$ cat src/rtl/assert_macros.svh
// Assertion helpers shared by the fader modules.
// Each module that uses them has signals named clk and rst_n.
`ifndef ASSERT_MACROS_SVH
`define ASSERT_MACROS_SVH

// The property must hold at every clock edge outside reset.
`define ASSERT_PROP(label, prop, msg) \
    label: assert property (@(posedge clk) disable iff (!rst_n) (prop)) \
        else $error(msg);

// The condition must never be true at a clock edge outside reset.
`define ASSERT_NEVER(label, cond, msg) \
    label: assert property (@(posedge clk) disable iff (!rst_n) !(cond)) \
        else $error(msg);

`endif

$ cat src/rtl/cfspf_pkg.sv
package cfspf_pkg;

    localparam int SAMPLE_BITS    = 24;
    localparam int POSITION_BITS  = 48;
    localparam int FADE_BITS      = 16;
    localparam int FUNC_BITS      = 2;
    localparam int CFG_INDEX_BITS = 2;
    localparam int CFG_DATA_BITS  = POSITION_BITS;
    localparam int PROD_BITS      = SAMPLE_BITS + FADE_BITS;
    localparam int CNT_BITS       = $clog2(SAMPLE_BITS);
    localparam int QUEUE_DEPTH    = 2;
    localparam int QPTR_BITS      = (QUEUE_DEPTH > 1) ? $clog2(QUEUE_DEPTH) : 1;
    localparam int QCNT_BITS      = $clog2(QUEUE_DEPTH + 1);

    localparam logic [FADE_BITS-1:0] FADE_RESET = FADE_BITS'(100);

    // Item kinds.
    localparam logic [FUNC_BITS-1:0] FUNC_SAMPLE = FUNC_BITS'(0);
    localparam logic [FUNC_BITS-1:0] FUNC_PAUSE  = FUNC_BITS'(1);
    localparam logic [FUNC_BITS-1:0] FUNC_SEEK   = FUNC_BITS'(2);

    // Configuration register indexes.
    localparam logic [CFG_INDEX_BITS-1:0] CFG_FADE_LENGTH  = CFG_INDEX_BITS'(0);
    localparam logic [CFG_INDEX_BITS-1:0] CFG_TOTAL_LENGTH = CFG_INDEX_BITS'(1);
    localparam logic [CFG_INDEX_BITS-1:0] CFG_LOOP_LIST    = CFG_INDEX_BITS'(2);

    typedef struct packed {
        logic [FADE_BITS-1:0]     fade_length;
        logic [POSITION_BITS-1:0] total_length;
        logic                     loop_list;
    } cfg_t;

    // One classified item on its way from the front to the back.
    typedef struct packed {
        logic                          scale;
        logic signed [SAMPLE_BITS-1:0] sample;
        logic [FADE_BITS-1:0]          num;
        logic                          frame_end;
        logic                          seek_valid;
        logic [POSITION_BITS-1:0]      seek_position;
        logic                          request_ok;
    } job_t;

endpackage

$ cat src/rtl/cfspf_front.sv
module cfspf_front (
    input  logic                                    clk,
    input  logic                                    rst_n,
    input  logic                                    in_valid,
    output logic                                    in_stall,
    input  logic [cfspf_pkg::FUNC_BITS-1:0]         func,
    input  logic signed [cfspf_pkg::SAMPLE_BITS-1:0] sample_in,
    input  logic                                    frame_end,
    input  logic                                    pause_on,
    input  logic [cfspf_pkg::POSITION_BITS-1:0]     target_position,
    input  logic                                    force_req,
    input  cfspf_pkg::cfg_t                         cfg,
    input  logic                                    q_full,
    output logic                                    push,
    output cfspf_pkg::job_t                         job
);

    logic [cfspf_pkg::FADE_BITS-1:0]     fdl_reg, fdl_next;
    logic [cfspf_pkg::FADE_BITS-1:0]     ful_reg, ful_next;
    logic                                paused_reg, paused_next;
    logic                                pending_reg, pending_next;
    logic [cfspf_pkg::POSITION_BITS-1:0] ptarget_reg, ptarget_next;

    logic [cfspf_pkg::POSITION_BITS-1:0] lim;
    logic [cfspf_pkg::POSITION_BITS-1:0] cmp_pos;
    logic [cfspf_pkg::POSITION_BITS-1:0] eff;
    logic                                pos_lt_total;
    logic                                total_nz;

    assign in_stall = q_full;
    assign push     = in_valid && !q_full;

    // The seek limit is the last frame when looping, else the length itself.
    assign total_nz     = (cfg.total_length != '0);
    assign lim          = (cfg.loop_list && total_nz) ?
                          cfg.total_length - cfspf_pkg::POSITION_BITS'(1) : cfg.total_length;
    assign cmp_pos      = (func == cfspf_pkg::FUNC_SEEK) ? target_position : ptarget_reg;
    assign eff          = (cmp_pos < lim) ? cmp_pos : lim;
    assign pos_lt_total = (target_position < cfg.total_length);

    always_comb
    begin
        fdl_next     = fdl_reg;
        ful_next     = ful_reg;
        paused_next  = paused_reg;
        pending_next = pending_reg;
        ptarget_next = ptarget_reg;
        job          = '0;
        unique case (func)
            cfspf_pkg::FUNC_SAMPLE:
            begin
                job.frame_end = frame_end;
                job.sample    = sample_in;
                if (fdl_reg != '0)
                begin
                    job.scale = 1'b1;
                    job.num   = fdl_reg - cfspf_pkg::FADE_BITS'(1);
                    if (frame_end)
                    begin
                        fdl_next = fdl_reg - cfspf_pkg::FADE_BITS'(1);
                    end
                end
                else if (paused_reg)
                begin
                    job.sample = '0;
                end
                else if (pending_reg)
                begin
                    // The sample at the jump is dropped and the fade-up restarts.
                    job.sample        = '0;
                    job.seek_valid    = 1'b1;
                    job.seek_position = eff;
                    pending_next      = 1'b0;
                    ful_next          = cfg.fade_length;
                end
                else if (ful_reg != '0)
                begin
                    job.scale = 1'b1;
                    job.num   = (cfg.fade_length > ful_reg) ? cfg.fade_length - ful_reg : '0;
                    if (frame_end)
                    begin
                        ful_next = ful_reg - cfspf_pkg::FADE_BITS'(1);
                    end
                end
            end
            cfspf_pkg::FUNC_PAUSE:
            begin
                if (pause_on != paused_reg)
                begin
                    if (paused_reg)
                    begin
                        ful_next = cfg.fade_length;
                    end
                    else
                    begin
                        fdl_next = cfg.fade_length;
                    end
                    paused_next = pause_on;
                end
            end
            cfspf_pkg::FUNC_SEEK:
            begin
                if (total_nz)
                begin
                    if (force_req || paused_reg)
                    begin
                        fdl_next     = '0;
                        pending_next = 1'b0;
                        // A forced or paused seek at or past the end falls outside the playlist unless it loops.
                        if (cfg.loop_list || pos_lt_total)
                        begin
                            ful_next          = cfg.fade_length;
                            job.seek_valid    = 1'b1;
                            job.seek_position = eff;
                            job.request_ok    = 1'b1;
                        end
                    end
                    else
                    begin
                        fdl_next       = cfg.fade_length;
                        ptarget_next   = pos_lt_total ? target_position : cfg.total_length;
                        pending_next   = 1'b1;
                        job.request_ok = 1'b1;
                    end
                end
            end
            default:
            begin
            end
        endcase
    end

    always_ff @(posedge clk or negedge rst_n)
    begin
        if (!rst_n)
        begin
            fdl_reg     <= '0;
            ful_reg     <= cfspf_pkg::FADE_RESET;
            paused_reg  <= 1'b0;
            pending_reg <= 1'b0;
            ptarget_reg <= '0;
        end
        else if (push)
        begin
            fdl_reg     <= fdl_next;
            ful_reg     <= ful_next;
            paused_reg  <= paused_next;
            pending_reg <= pending_next;
            ptarget_reg <= ptarget_next;
        end
    end

endmodule

$ cat src/rtl/cfspf_queue.sv
`include "assert_macros.svh"

module cfspf_queue (
    input  logic            clk,
    input  logic            rst_n,
    input  logic            push,
    input  cfspf_pkg::job_t push_data,
    input  logic            pop,
    output cfspf_pkg::job_t pop_data,
    output logic            full,
    output logic            empty
);

    cfspf_pkg::job_t                  entry_reg [cfspf_pkg::QUEUE_DEPTH];
    logic [cfspf_pkg::QPTR_BITS-1:0]  wr_ptr_reg, wr_ptr_next;
    logic [cfspf_pkg::QPTR_BITS-1:0]  rd_ptr_reg, rd_ptr_next;
    logic [cfspf_pkg::QCNT_BITS-1:0]  count_reg, count_next;

    localparam logic [cfspf_pkg::QPTR_BITS-1:0] PTR_LAST =
        cfspf_pkg::QPTR_BITS'(cfspf_pkg::QUEUE_DEPTH - 1);
    localparam logic [cfspf_pkg::QCNT_BITS-1:0] CNT_FULL =
        cfspf_pkg::QCNT_BITS'(cfspf_pkg::QUEUE_DEPTH);

    assign full     = (count_reg == CNT_FULL);
    assign empty    = (count_reg == '0);
    assign pop_data = entry_reg[rd_ptr_reg];

    always_comb
    begin
        wr_ptr_next = wr_ptr_reg;
        rd_ptr_next = rd_ptr_reg;
        count_next  = count_reg;
        if (push)
        begin
            wr_ptr_next = (wr_ptr_reg == PTR_LAST) ? '0 : wr_ptr_reg + cfspf_pkg::QPTR_BITS'(1);
        end
        if (pop)
        begin
            rd_ptr_next = (rd_ptr_reg == PTR_LAST) ? '0 : rd_ptr_reg + cfspf_pkg::QPTR_BITS'(1);
        end
        if (push && !pop)
        begin
            count_next = count_reg + cfspf_pkg::QCNT_BITS'(1);
        end
        else if (pop && !push)
        begin
            count_next = count_reg - cfspf_pkg::QCNT_BITS'(1);
        end
    end

    always_ff @(posedge clk or negedge rst_n)
    begin
        if (!rst_n)
        begin
            wr_ptr_reg <= '0;
            rd_ptr_reg <= '0;
            count_reg  <= '0;
        end
        else
        begin
            wr_ptr_reg <= wr_ptr_next;
            rd_ptr_reg <= rd_ptr_next;
            count_reg  <= count_next;
        end
    end

    always_ff @(posedge clk)
    begin
        if (push)
        begin
            entry_reg[wr_ptr_reg] <= push_data;
        end
    end

    `ASSERT_NEVER(a_queue_overflow, push && full && !pop, "item pushed into a full queue")
    `ASSERT_NEVER(a_queue_underflow, pop && empty, "item popped from an empty queue")

endmodule

$ cat src/rtl/cfspf_back.sv
`include "assert_macros.svh"

module cfspf_back (
    input  logic                                     clk,
    input  logic                                     rst_n,
    input  logic [cfspf_pkg::FADE_BITS-1:0]          fade_length,
    input  logic                                     q_empty,
    input  cfspf_pkg::job_t                          q_data,
    output logic                                     pop,
    output logic                                     out_valid,
    input  logic                                     out_stall,
    output logic signed [cfspf_pkg::SAMPLE_BITS-1:0] sample_out,
    output logic                                     frame_end_out,
    output logic                                     seek_valid,
    output logic [cfspf_pkg::POSITION_BITS-1:0]      seek_position,
    output logic                                     request_ok
);

    localparam int S = cfspf_pkg::SAMPLE_BITS;
    localparam int F = cfspf_pkg::FADE_BITS;
    localparam int P = cfspf_pkg::PROD_BITS;

    localparam logic [S-1:0] HALF   = {1'b1, {(S-1){1'b0}}};
    localparam logic [S-1:0] MAXV   = {1'b0, {(S-1){1'b1}}};
    localparam logic [S-1:0] MINV   = {1'b1, {(S-1){1'b0}}};
    localparam logic [cfspf_pkg::CNT_BITS-1:0] CNT_LAST = cfspf_pkg::CNT_BITS'(S - 1);

    typedef enum logic [2:0] {
        ST_IDLE,
        ST_MUL,
        ST_CHECK,
        ST_DIV,
        ST_DONE
    } state_t;

    state_t                         state_reg, state_next;
    logic                           fe_reg, fe_next;
    logic                           neg_reg, neg_next;
    logic [S-1:0]                   mag_reg, mag_next;
    logic [F-1:0]                   num_reg, num_next;
    logic [P-1:0]                   prod_reg, prod_next;
    logic [F-1:0]                   rem_reg, rem_next;
    logic [S-1:0]                   quo_reg, quo_next;
    logic                           sat_reg, sat_next;
    logic [cfspf_pkg::CNT_BITS-1:0] cnt_reg, cnt_next;

    logic                           ov_reg, ov_next;
    logic signed [S-1:0]            so_reg, so_next;
    logic                           feo_reg, feo_next;
    logic                           sv_reg, sv_next;
    logic [cfspf_pkg::POSITION_BITS-1:0] sp_reg, sp_next;
    logic                           ok_reg, ok_next;

    logic                           out_free;
    logic [F:0]                     partial;
    logic                           ge;
    logic [F-1:0]                   hi;
    logic                           over;
    logic [S-1:0]                   result;

    assign out_free = !ov_reg || !out_stall;
    assign pop      = (state_reg == ST_IDLE) && !q_empty && (q_data.scale || out_free);

    // One restoring division step: bring down the next dividend bit.
    assign partial = {rem_reg, quo_reg[S-1]};
    assign ge      = (partial >= {1'b0, fade_length});
    assign hi      = prod_reg[P-1:S];

    // Truncation toward zero: divide the magnitude, then restore the sign.
    assign over   = sat_reg || (neg_reg ? (quo_reg > HALF) : (quo_reg >= HALF));
    assign result = over ? (neg_reg ? MINV : MAXV) : (neg_reg ? (~quo_reg + S'(1)) : quo_reg);

    always_comb
    begin
        state_next = state_reg;
        fe_next    = fe_reg;
        neg_next   = neg_reg;
        mag_next   = mag_reg;
        num_next   = num_reg;
        prod_next  = prod_reg;
        rem_next   = rem_reg;
        quo_next   = quo_reg;
        sat_next   = sat_reg;
        cnt_next   = cnt_reg;
        ov_next    = ov_reg;
        so_next    = so_reg;
        feo_next   = feo_reg;
        sv_next    = sv_reg;
        sp_next    = sp_reg;
        ok_next    = ok_reg;
        if (ov_reg && !out_stall)
        begin
            ov_next = 1'b0;
        end
        unique case (state_reg)
            ST_IDLE:
            begin
                if (pop)
                begin
                    if (q_data.scale)
                    begin
                        fe_next    = q_data.frame_end;
                        neg_next   = q_data.sample[S-1];
                        mag_next   = q_data.sample[S-1] ? (~q_data.sample + S'(1)) : q_data.sample;
                        num_next   = q_data.num;
                        state_next = ST_MUL;
                    end
                    else
                    begin
                        ov_next  = 1'b1;
                        so_next  = q_data.sample;
                        feo_next = q_data.frame_end;
                        sv_next  = q_data.seek_valid;
                        sp_next  = q_data.seek_position;
                        ok_next  = q_data.request_ok;
                    end
                end
            end
            ST_MUL:
            begin
                prod_next  = P'(mag_reg) * P'(num_reg);
                state_next = ST_CHECK;
            end
            ST_CHECK:
            begin
                sat_next = 1'b0;
                if (fade_length == '0)
                begin
                    quo_next   = '0;
                    state_next = ST_DONE;
                end
                else if (hi >= fade_length)
                begin
                    // The quotient would not fit the sample width.
                    sat_next   = 1'b1;
                    state_next = ST_DONE;
                end
                else
                begin
                    rem_next   = hi;
                    quo_next   = prod_reg[S-1:0];
                    cnt_next   = '0;
                    state_next = ST_DIV;
                end
            end
            ST_DIV:
            begin
                rem_next = ge ? F'(partial - {1'b0, fade_length}) : partial[F-1:0];
                quo_next = {quo_reg[S-2:0], ge};
                cnt_next = cnt_reg + cfspf_pkg::CNT_BITS'(1);
                if (cnt_reg == CNT_LAST)
                begin
                    state_next = ST_DONE;
                end
            end
            ST_DONE:
            begin
                if (out_free)
                begin
                    ov_next    = 1'b1;
                    so_next    = result;
                    feo_next   = fe_reg;
                    sv_next    = 1'b0;
                    sp_next    = '0;
                    ok_next    = 1'b0;
                    state_next = ST_IDLE;
                end
            end
            default:
            begin
                state_next = ST_IDLE;
            end
        endcase
    end

    always_ff @(posedge clk or negedge rst_n)
    begin
        if (!rst_n)
        begin
            state_reg <= ST_IDLE;
            ov_reg    <= 1'b0;
        end
        else
        begin
            state_reg <= state_next;
            ov_reg    <= ov_next;
        end
    end

    always_ff @(posedge clk)
    begin
        fe_reg   <= fe_next;
        neg_reg  <= neg_next;
        mag_reg  <= mag_next;
        num_reg  <= num_next;
        prod_reg <= prod_next;
        rem_reg  <= rem_next;
        quo_reg  <= quo_next;
        sat_reg  <= sat_next;
        cnt_reg  <= cnt_next;
        so_reg   <= so_next;
        feo_reg  <= feo_next;
        sv_reg   <= sv_next;
        sp_reg   <= sp_next;
        ok_reg   <= ok_next;
    end

    assign out_valid     = ov_reg;
    assign sample_out    = so_reg;
    assign frame_end_out = feo_reg;
    assign seek_valid    = sv_reg;
    assign seek_position = sp_reg;
    assign request_ok    = ok_reg;

    `ASSERT_PROP(a_rem_below_divisor, (state_reg == ST_DIV) |-> (rem_reg < fade_length), "divider remainder not below fade length")
    `ASSERT_PROP(a_done_waits, (state_reg == ST_DONE && ov_reg && out_stall) |=> (state_reg == ST_DONE), "finished result dropped while output stalled")

endmodule

$ cat src/rtl/click_free_seek_and_pause_fader.sv
// Click-free seek and pause fader.
// Input channel (in_valid/in_stall) carries audio samples, pause controls and
// seek requests, selected by func. Output channel (out_valid/out_stall) returns
// exactly one item per input item, in order.
// The front classifies each item and updates the fade, pause and seek state in
// the cycle it is accepted; a two-entry queue hands the item to the back, which
// owns the output register and a bit-serial divider.
// Path: an unscaled item moves from the queue into the output register. A
// sample inside a fade ramp is multiplied, then divided by fade_length one
// quotient bit a cycle; it then waits until the output register is free.
// Throughput: one unscaled item per cycle while out_stall is low; the back
// takes no new item until a faded sample has left the 24-step divider.
// Configuration: cfg_we/cfg_index/cfg_data write fade_length, total_length and
// the playlist loop flag; write only while no items are in flight.
// Reset clears the queue and the output valid flag, and loads the fade-up
// counter and fade_length with 100 frames. While out_stall is high the output
// item holds, the back keeps one finished item waiting, and in_stall rises once
// the queue fills.
module click_free_seek_and_pause_fader (
    input  logic                                     clk,
    input  logic                                     rst_n,
    input  logic                                     cfg_we,
    input  logic [cfspf_pkg::CFG_INDEX_BITS-1:0]     cfg_index,
    input  logic [cfspf_pkg::CFG_DATA_BITS-1:0]      cfg_data,
    input  logic                                     in_valid,
    output logic                                     in_stall,
    input  logic [cfspf_pkg::FUNC_BITS-1:0]          func,
    input  logic signed [cfspf_pkg::SAMPLE_BITS-1:0] sample_in,
    input  logic                                     frame_end,
    input  logic                                     pause_on,
    input  logic [cfspf_pkg::POSITION_BITS-1:0]      target_position,
    input  logic                                     force_req,
    output logic                                     out_valid,
    input  logic                                     out_stall,
    output logic signed [cfspf_pkg::SAMPLE_BITS-1:0] sample_out,
    output logic                                     frame_end_out,
    output logic                                     seek_valid,
    output logic [cfspf_pkg::POSITION_BITS-1:0]      seek_position,
    output logic                                     request_ok
);

    cfspf_pkg::cfg_t cfg_reg;
    cfspf_pkg::job_t push_data;
    cfspf_pkg::job_t pop_data;
    logic            push;
    logic            pop;
    logic            q_full;
    logic            q_empty;

    always_ff @(posedge clk or negedge rst_n)
    begin
        if (!rst_n)
        begin
            cfg_reg.fade_length  <= cfspf_pkg::FADE_RESET;
            cfg_reg.total_length <= '0;
            cfg_reg.loop_list    <= 1'b0;
        end
        else if (cfg_we)
        begin
            unique case (cfg_index)
                cfspf_pkg::CFG_FADE_LENGTH:
                begin
                    cfg_reg.fade_length <= cfg_data[cfspf_pkg::FADE_BITS-1:0];
                end
                cfspf_pkg::CFG_TOTAL_LENGTH:
                begin
                    cfg_reg.total_length <= cfg_data[cfspf_pkg::POSITION_BITS-1:0];
                end
                cfspf_pkg::CFG_LOOP_LIST:
                begin
                    cfg_reg.loop_list <= cfg_data[0];
                end
                default:
                begin
                end
            endcase
        end
    end

    cfspf_front u_front (
        .clk             (clk),
        .rst_n           (rst_n),
        .in_valid        (in_valid),
        .in_stall        (in_stall),
        .func            (func),
        .sample_in       (sample_in),
        .frame_end       (frame_end),
        .pause_on        (pause_on),
        .target_position (target_position),
        .force_req       (force_req),
        .cfg             (cfg_reg),
        .q_full          (q_full),
        .push            (push),
        .job             (push_data)
    );

    cfspf_queue u_queue (
        .clk       (clk),
        .rst_n     (rst_n),
        .push      (push),
        .push_data (push_data),
        .pop       (pop),
        .pop_data  (pop_data),
        .full      (q_full),
        .empty     (q_empty)
    );

    cfspf_back u_back (
        .clk           (clk),
        .rst_n         (rst_n),
        .fade_length   (cfg_reg.fade_length),
        .q_empty       (q_empty),
        .q_data        (pop_data),
        .pop           (pop),
        .out_valid     (out_valid),
        .out_stall     (out_stall),
        .sample_out    (sample_out),
        .frame_end_out (frame_end_out),
        .seek_valid    (seek_valid),
        .seek_position (seek_position),
        .request_ok    (request_ok)
    );

endmodule

$ cat config.mk
export PLATFORM = sky130hd
export DESIGN_NAME = click_free_seek_and_pause_fader
export DESIGN_NICKNAME = d
export VERILOG_FILES = /design/src/rtl/cfspf_pkg.sv /design/src/rtl/cfspf_front.sv /design/src/rtl/cfspf_queue.sv /design/src/rtl/cfspf_back.sv /design/src/rtl/click_free_seek_and_pause_fader.sv
export VERILOG_INCLUDE_DIRS = /design/src /design/src/rtl
export SDC_FILE = /design/constraint.sdc
export NUM_CORES = 2
export LEC_CHECK = 0
export ABC_AREA = 1
export ABC_CLOCK_PERIOD_IN_PS = 8690
export BUFFER_PORTS_ARGS = -buffer_cell sky130_fd_sc_hd__buf_4
export CORE_UTILIZATION = 50
export CTS_CLUSTER_DIAMETER = 60
export DETAILED_ROUTE_END_ITERATION = 16
export PLACE_DENSITY = 0.67
export SLEW_MARGIN = 20
export SYNTH_ARGS = -nofsm -noshare
export SYNTH_HDL_FRONTEND = slang
export SYNTH_SLANG_ARGS = --single-unit
$ cat constraint.sdc
create_clock -name clk -period 8.69 [get_ports clk]
set_clock_uncertainty 0.1 [all_clocks]
set_input_delay 2.607 -clock clk [delete_from_list [all_inputs] [get_ports clk]]
set_output_delay 2.607 -clock clk [all_outputs]
set_load 0.05 [all_outputs]
==> impl_metrics.py <==
metrics = {
    "synth": {
        "syn_area_sq_um": 43100,
        "yosysMostFrequentCell": "nand2_1",
        "yosys_warnings": 0,
        "synthArstFlopShare": 0.286,
        "synth_top_area_frac": 0.270,
        "synth_fp_nets": 5824,
        "avgSynthCellArea_sq_um": 8.42,
        "synth.distinct_cells": 59,
        "yosys-top-cells-area": "edfxtp_1 (27%), fa_1 (14%), nand2_1 (10%), inv_1 (9.1%), dfrtp_1 (8.7%)",
        "yosysSeqAreaShare": 0.360,
        "yosys_register_bits": 542,
        "synth_ff_type": "edfxtp_1",
        "synthTopCellsByCount": "nand2_1 (1165), inv_1 (1047), edfxtp_1 (387)",
        "synth_edf_count": 387,
        "synth_largest_area_cell": "edfxtp_1",
        "syn-instance-count": 5118,
    },
    "detailed_routing": {
        "drt_wl_total_microns": 120000,
        "detail_route.wl_per_cell_microns": 18.7,
        "via_per_inst": 5.30,
        "drc": 0,
        "final_antenna_net_count": 0,
        "drt-initial-drc-count": 2685,
        "via_count": 34000,
        "first_pass_iters": 6,
    },
    "cts": {
        "clk_transition_reported_paths_ps": 60,
        "cts.repair.resized": 0,
        "cts_setup_buffers": 0,
        "cts_max_level": 3,
        "numCtsBuffers": 67,
        "hold_buffers": 0,
        "root_buffer": "clkbuf_16",
        "clock_path_buffers": 3,
        "worstSkewPairLatency_ps": 620,
        "tritoncts": "built",
        "clock_sinks": 542,
    },
    "floorplan": {
        "core-area_sq_um": 85300,
        "num_rows": 107,
        "initial_core_util": 0.505,
        "pin_count": 209,
        "chipHeight_microns": 296,
        "die_width_microns": 296,
        "dieArea_sq_um": 87300,
    },
    "setup_path": {
        "critPathMostFrequentCell": "inv_1",
        "crit_type": "flop to flop",
        "cp_max_fo": 24,
        "crit_path_end_kind": "flop",
        "crit_arrival_ps": 7410,
        "required_ps": 8940,
        "r2r_cells": 25,
        "startpoint_type": "flop",
        "slowest_delay_ps": 1010,
        "reg2reg_slack_ps": 1540,
        "worst_path_max_delay_cell": "edfxtp_1",
        "rr_startpoint": "u_back.num_reg[6]",
        "r2r-end": "u_back.prod_reg[35]",
    },
    "final_layout": {
        "syn2layout_area_growth_pct": 10.9,
        "final.fill_count": 7753,
        "nNetsFinal": 5918,
        "largest_reg_flops": 184,
        "multi_input_area_sq_um": 22800,
        "n_antenna_cell": 0,
        "seq_area_sq_um": 15500,
        "layout-drive-gt1-share": 0.0957,
        "utilization": 0.560,
    },
    "worst_hold_path": {
        "min_to": "u_front.ful_reg[5]",
        "hold_class": "flop to flop",
        "hold_path.startpoint": "u_front.ful_reg[5]",
        "holdPathStages": 2,
    },
    "grt": {
        "grt_overflow": 0,
        "top_usage_layer": "met2",
        "grtUsageMet3": 0.0533,
        "grt_pass1_wl_microns": 188000,
        "antenna_found_initial": 0,
        "grt_max_degree": 97,
        "grt_util_met1": 0.393,
        "grt.total_usage": 0.280,
        "grt_use_met2": 0.444,
        "first_global_vias": 33400,
    },
    "sta": {
        "clock.fmax_mhz": 140,
        "hold_viol": 0,
        "final.setup.tns_ps": 0,
        "drv_slew": 0,
        "setup_violations": 0,
        "period_share": 0.823,
        "timing_worst_slew_pin_value_ps": 1120,
        "rsz0062_at_grt": "false",
        "max_slew_margin": 0.253,
        "fin_crit_ps": 7150,
    },
    "place": {
        "port_buffers": 208,
        "dp_hpwl_microns": 91700,
        "place_congestion": 0.926,
    },
    "outcome": {
        "status": "completed",
    },
    "job": {
        "maxCapViolCount": 0,
    },
}
through the flow:
stage                     cell area [sq um]  std cells  hold slack (ps)  setup slack (ps)
final                                 47800       6408              406              1540
after global routing                  47800       6408              434              1150
after CTS                             47700       6407              409              1610
after detailed placement              45600       6286              401              1550
after global placement                45600       6285              381              1620
after floorplan                       43100       5118              367              1380
kinds of logic after synthesis:
family,count (synthesis),synth area share
and+or+nand+nor,1821,0.174
buffers and inverters,1281,0.114
AOI/OAI and AO/OA,726,0.0964
adders and majority gates,574,0.220
DFF,542,0.360
xor gates and xnor gates,172,0.0350
muxes,2,0.000465
worst max-delay path: cells and delay by family, from the launching register on:
kind / cells / cell delay [ps]
AOI/OAI and AO/OA: 4 / 980
xor gates and xnor gates: 1 / 140
adders and majority gates: 7 / 3550
buffers and inverters: 7 / 430
DFF: 1 / 1010
and+or+nand+nor: 6 / 670
layer usage:
metal | up-vias | routed length, microns
met5 | - | 0
met2 | 1157 | 54500
met1 | 16300 | 52700
met4 | 0 | 3030
li1 | 16300 | -
met3 | 163 | 9420
worst max path at each step:
| stage | from | endpoint | depth (start not counted) | slack, ps |
|---|---|---|---|---|
| 2_1_floorplan | in_valid | u_queue.entry_reg[1][0] | 2 | 1380 |
| 3_3_place_gp | func[0] | u_queue.entry_reg[0][47] | 14 | 1620 |
| 3_5_place_dp | func[0] | u_queue.entry_reg[0][45] | 16 | 1550 |
| 4_1_cts | u_back.num_reg[6] | u_back.prod_reg[35] | 25 | 1610 |
| 5_1_grt | u_back.num_reg[6] | u_back.prod_reg[35] | 25 | 1150 |
| 6_report | u_back.num_reg[6] | u_back.prod_reg[35] | 25 | 1540 |
final cells by class:
| class | count | area share |
|---|---|---|
| timing repair buffer | 243 | 0.0396 |
| inverter | 1063 | 0.0835 |
| multi-input combinational | 3295 | 0.477 |
| clock inverter | 38 | 0.00770 |
| sequential | 542 | 0.325 |
| tap | 1144 | 0.0300 |
| clock buffer | 83 | 0.0374 |
cells in the final DEF, fill, tap and decap left out, drive strengths merged, types with 6 or more instances in the layout:
master	n
a211oi	9
o21ai	272
clkbuf	83
nand3	152
edfxtp	387
dfstp	6
a21oi	271
clkinv	22
o21a	7
or2	48
nor2	332
xor2	139
nor4	14
buf	243
nand2	1172
dfrtp	149
nand4	42
ha	266
o211ai	19
xnor2	33
a22oi	20
fa	308
inv	1072
nor3	55
a31oi	18
o221ai	10
o22ai	78
Power is not shown: default switching activity piles up to over one toggle a cycle in this logic, so the estimate is an artifact.
